--- src/sv/chunk_handle_map_table_unit_assert.svh ---
// Assertion macros for the chunk handle map table.
`ifndef CHUNK_HANDLE_MAP_TABLE_UNIT_ASSERT_SVH
`define CHUNK_HANDLE_MAP_TABLE_UNIT_ASSERT_SVH

// same-cycle implication
`define CHMT_ASSERT_HOLDS(lbl, clk, rst, ante, cons) \
   lbl: assert property (@(posedge clk) disable iff (rst) (ante) |-> (cons)) \
      else $error("chmt: check failed");

// next-cycle implication
`define CHMT_ASSERT_NEXT(lbl, clk, rst, ante, cons) \
   lbl: assert property (@(posedge clk) disable iff (rst) (ante) |=> (cons)) \
      else $error("chmt: check failed");

`endif

--- src/sv/chmt_pkg.sv ---
`timescale 1ns / 1ps
`default_nettype none
package chmt_pkg;

   localparam int CHMT_TABLE_DEPTH   = 64;
   localparam int CHMT_HISTORY_DEPTH = 32;

   localparam logic [2:0] OP_CREATE      = 3'd0;
   localparam logic [2:0] OP_DESTROY     = 3'd1;
   localparam logic [2:0] OP_LOOKUP      = 3'd2;
   localparam logic [2:0] OP_START_FRAME = 3'd3;
   localparam logic [2:0] OP_CLEAR_ALL   = 3'd4;

   typedef struct packed {
      logic [2:0]  opcode;
      logic [63:0] chunk_id;
      logic [31:0] handle_slot;
      logic [31:0] handle_generation;
      logic        fallback_flag;
   } req_type;

   typedef struct packed {
      logic        success;
      logic [31:0] found_slot;
      logic [31:0] found_generation;
      logic [6:0]  live_entries;
      logic [6:0]  fallback_entries;
      logic [31:0] created_in_frame;
      logic [31:0] destroyed_in_frame;
      logic [31:0] reused_in_frame;
      logic [31:0] stale_total;
      logic [31:0] created_total;
      logic [31:0] destroyed_total;
      logic [31:0] reused_total;
   } rsp_type;

   typedef struct packed {
      logic [63:0] key;
      logic [31:0] slot;
      logic [31:0] generation;
      logic        fallback;
   } entry_type;

endpackage
`default_nettype wire

--- src/sv/chmt_ram.sv ---
`timescale 1ns / 1ps
`default_nettype none
module chmt_ram
   import chmt_pkg::*;
#(
   parameter int WIDTH = 64,
   parameter int DEPTH = CHMT_HISTORY_DEPTH,
   parameter int AW    = 5
) (
   input  wire logic             clock,
   input  wire logic             we,
   input  wire logic [AW-1:0]    waddr,
   input  wire logic [WIDTH-1:0] wdata,
   input  wire logic [AW-1:0]    raddr,
   output logic      [WIDTH-1:0] rdata
);

   logic [WIDTH-1:0] mem [DEPTH];
   logic [WIDTH-1:0] rd_ff;

   always_ff @(posedge clock) begin
      if (we) begin
         mem[waddr] <= wdata;
      end
   end

   always_ff @(posedge clock) begin
      rd_ff <= mem[raddr];
   end

   assign rdata = rd_ff;

endmodule
`default_nettype wire

--- config.mk ---
export PLATFORM = sky130hd
export DESIGN_NAME = chmt_ram
export DESIGN_NICKNAME = d
export VERILOG_FILES = /design/src/sv/chunk_handle_map_table_unit_assert.svh /design/src/sv/chmt_pkg.sv /design/src/sv/chmt_ram.sv
export SDC_FILE = /design/constraint.sdc
export NUM_CORES = 2
export LEC_CHECK = 0
export BUFFER_PORTS_ARGS = -buffer_cell sky130_fd_sc_hd__buf_2
export CORE_MARGIN = 1.5
export CORE_UTILIZATION = 30
export CTS_BUF_LIST = sky130_fd_sc_hd__clkbuf_4
export DETAILED_ROUTE_END_ITERATION = 10
export GPL_TIMING_DRIVEN = 0
export SYNTH_ARGS = -nofsm -noshare
export SYNTH_HDL_FRONTEND = slang
export SYNTH_SLANG_ARGS = --single-unit
--- constraint.sdc ---
create_clock -name clock -period 6.5 [get_ports clock]
set_input_delay 1.3 -clock clock [delete_from_list [all_inputs] [get_ports clock]]
set_output_delay 1.3 -clock clock [all_outputs]
set_load 0.005 [all_outputs]
==> metrics.txt <==
layout cells sized above 1 42.9%; Critical Path Start Type input port; cts hold-fix bufs 0; Reg area 62,800 sq um; DR vias/cell 4.99; top cell type's share of synthesized area 77.9%; Clock Root Buffer clkbuf_4; Buffers on Ports 135; number of core rows 188; vias 38,503; htree depth 5; Post-synth top flop edfxtp_1; Post-CTS Setup Inserts 0; post-synthesis average cell area 25.5 sq um; Syn Nets 3,173; total CTS buffers 494; sequential share of power 56.1%; Cell Count, Final, Fillers Out 7,722; cells after synthesis 3,097; Worst Path Arrival 4.83 ns; I/O pins 140; switch share 22.3%; max-slew violation count 0; clock transition at the registers of the reported paths 0.08 ns; Slew Limit Headroom 5.98%; Routed WL 219,000 um; internal power 0.0210 W; Clock power frac 38.5%; Synth area leaders edfxtp_1 78%, mux4_2 17%, dfxtp_1 1.6%; Seq/Total Area, Yosys 79.5%; vias in the first global route 39,703; EDFF count, synth 2,048; drt drc 0; hpwl dp 139,000 um; worst slew pin tran 1.41 ns; Worst Hold Class in2reg; die width 516 um; Placed Cells 6,859; multi-input logic area 15,700 sq um; GR Overflow Total 0; final clock skew 0.0786 ns; Synth Warn # 0; CTS sink count 2,112; maximum vdd ir drop 209 uV; Synth area leader edfxtp_1; # setup viols final 0; worst setup path category in2reg; asr flop ratio synth 0%; Final #Nets 3,916; Fill cells 24,205; final worst path period share 55.8%; post-CTS sizing 0; Setup crit end kind flip-flop; PwrDens 292 nW/um^2; first-pass iteration count of the detailed router 5; TNS Setup 0 ns; Achievable Freq 276 MHz; TritonCTS clock tree yes; status finished, final reports clean; Required @ worst endpoint 7.70 ns; Die Height 516 um; final number of hold-violating endpoints 0; Yosys cell types 31; worst skew pair latency 1.41 ns; Core Footprint 262,000 sq um; Min Hold Slack 0.370 ns; RSZ-0062 raised after global routing no; Finished Core Util 35.4%; clk buf depth 4; routability cong. 0.724; Design Power 0.0271 W; global-route usage over all layers 16.3%; Switching Power 0.00604 W; initial core utilization 30.1%; initial antenna violation count 54; drt initial violations 4,593; #FFs+latches synth 2,112; Logic pwr share 5.4%; synth-to-layout area growth 17.5%; global-route wire length before repair 302,000 um; die area 266,000 sq um; Pleak 29.1 nW; critical-path maximum fanout 10; fin crit period 3.63 ns; Avg WL per Cell 28.3 um; count leader, synth edfxtp_1; Post-DRT Antenna Nets 0; Post-Syn Area 79,000 sq um; largest net degree at the start of global routing 33; total of max-cap violations 0; Synth top cells by count 2,048 x edfxtp_1, 602 x mux4_2, 74 x mux2_2, 65 x buf_2, 64 x dfxtp_1
-- worst paths after layout --
check,from,to,slack (ns),cells after the start
max reg2reg,mem[31][11]$_DFFE_PP_,rdata[11]$_DFF_P_,4.61,3
min,wdata[40],mem[19][40]$_DFFE_PP_,0.37,1
min reg2reg,mem[4][34]$_DFFE_PP_,rdata[34]$_DFF_P_,0.79,3
max,raddr[3],rdata[35]$_DFF_P_,2.87,5
-- per-stage QoR --
step / worst slack, ns / area [sq um]
2_1_floorplan: 1.38 / 79000
3_3_place_gp: -3.96 / 84000
3_5_place_dp: 1.53 / 86700
4_1_cts: 3.03 / 92700
5_1_grt: 2.95 / 92700
6_report: 2.87 / 92800
-- metal layers --
layer  wire length [um]  GRT usage, %
met1              86900          21.2
met2             109000          27.1
met3              17400          3.54
met4               5490          5.35
met5                 67             0
-- critical path, cell delays in order --
cell and delay [ns]:
buf_2 0.23, buf_2 0.73, clkbuf_1 0.96, clkbuf_1 1.05
mux2_2 0.49
-- cell families (layout without fill, tap and decap cells) --
family	count (synthesis)	count (layout)	synth area share [%]
buf+inv	157	1243	0.944
mux	714	714	18.7
simple gates	64	64	0.379
flops	2112	2112	79.5
other cells	0	24	0
compound gates	50	50	0.466
-- state kept, by name (all words and copies together) (netlist names) --
signal / flops
mem: 2048
rdata: 64
-- placed cells by master, fill, tap and decap left out, types with 5 or more instances in the layout --
cell type	n
buf_12	93
a221oi_1	12
buf_1	18
diode_2	24
edfxtp_1	2048
mux4_2	602
nand3b_1	5
buf_16	19
dfxtp_1	64
buf_2	201
nor2_4	32
mux2i_1	38
clkbuf_4	731
o22ai_1	10
clkinv_2	7
mux2_2	74
clkinv_1	90
o21ai_0	9
nor2_1	9
bufinv_16	5
clkbuf_1	52
buf_4	14
-- power by group through the flow --
stage / Clock [W] / Sequential (W) / Combinational, W
after floorplan: 0 / 0.0155 / 0.000760
after global placement: 0 / 0.0155 / 0.00141
after detailed placement: 0 / 0.0155 / 0.00148
after CTS: 0.0106 / 0.0152 / 0.00148
after global routing: 0.0113 / 0.0152 / 0.00154
final: 0.0104 / 0.0152 / 0.00146
-- final cells by class --
type | count | area share (%)
plain buffers | 156 | 0.805
flip-flops and latches | 2112 | 67.7
clock inverters | 108 | 0.606
clock buffers | 731 | 5.91
diodes | 24 | 0.0647
repair buffers | 247 | 3.30
multi-input cells | 828 | 16.9
well taps | 3515 | 4.74
inverters | 1 | 0.00405
(Power assumes the default switching activity.)
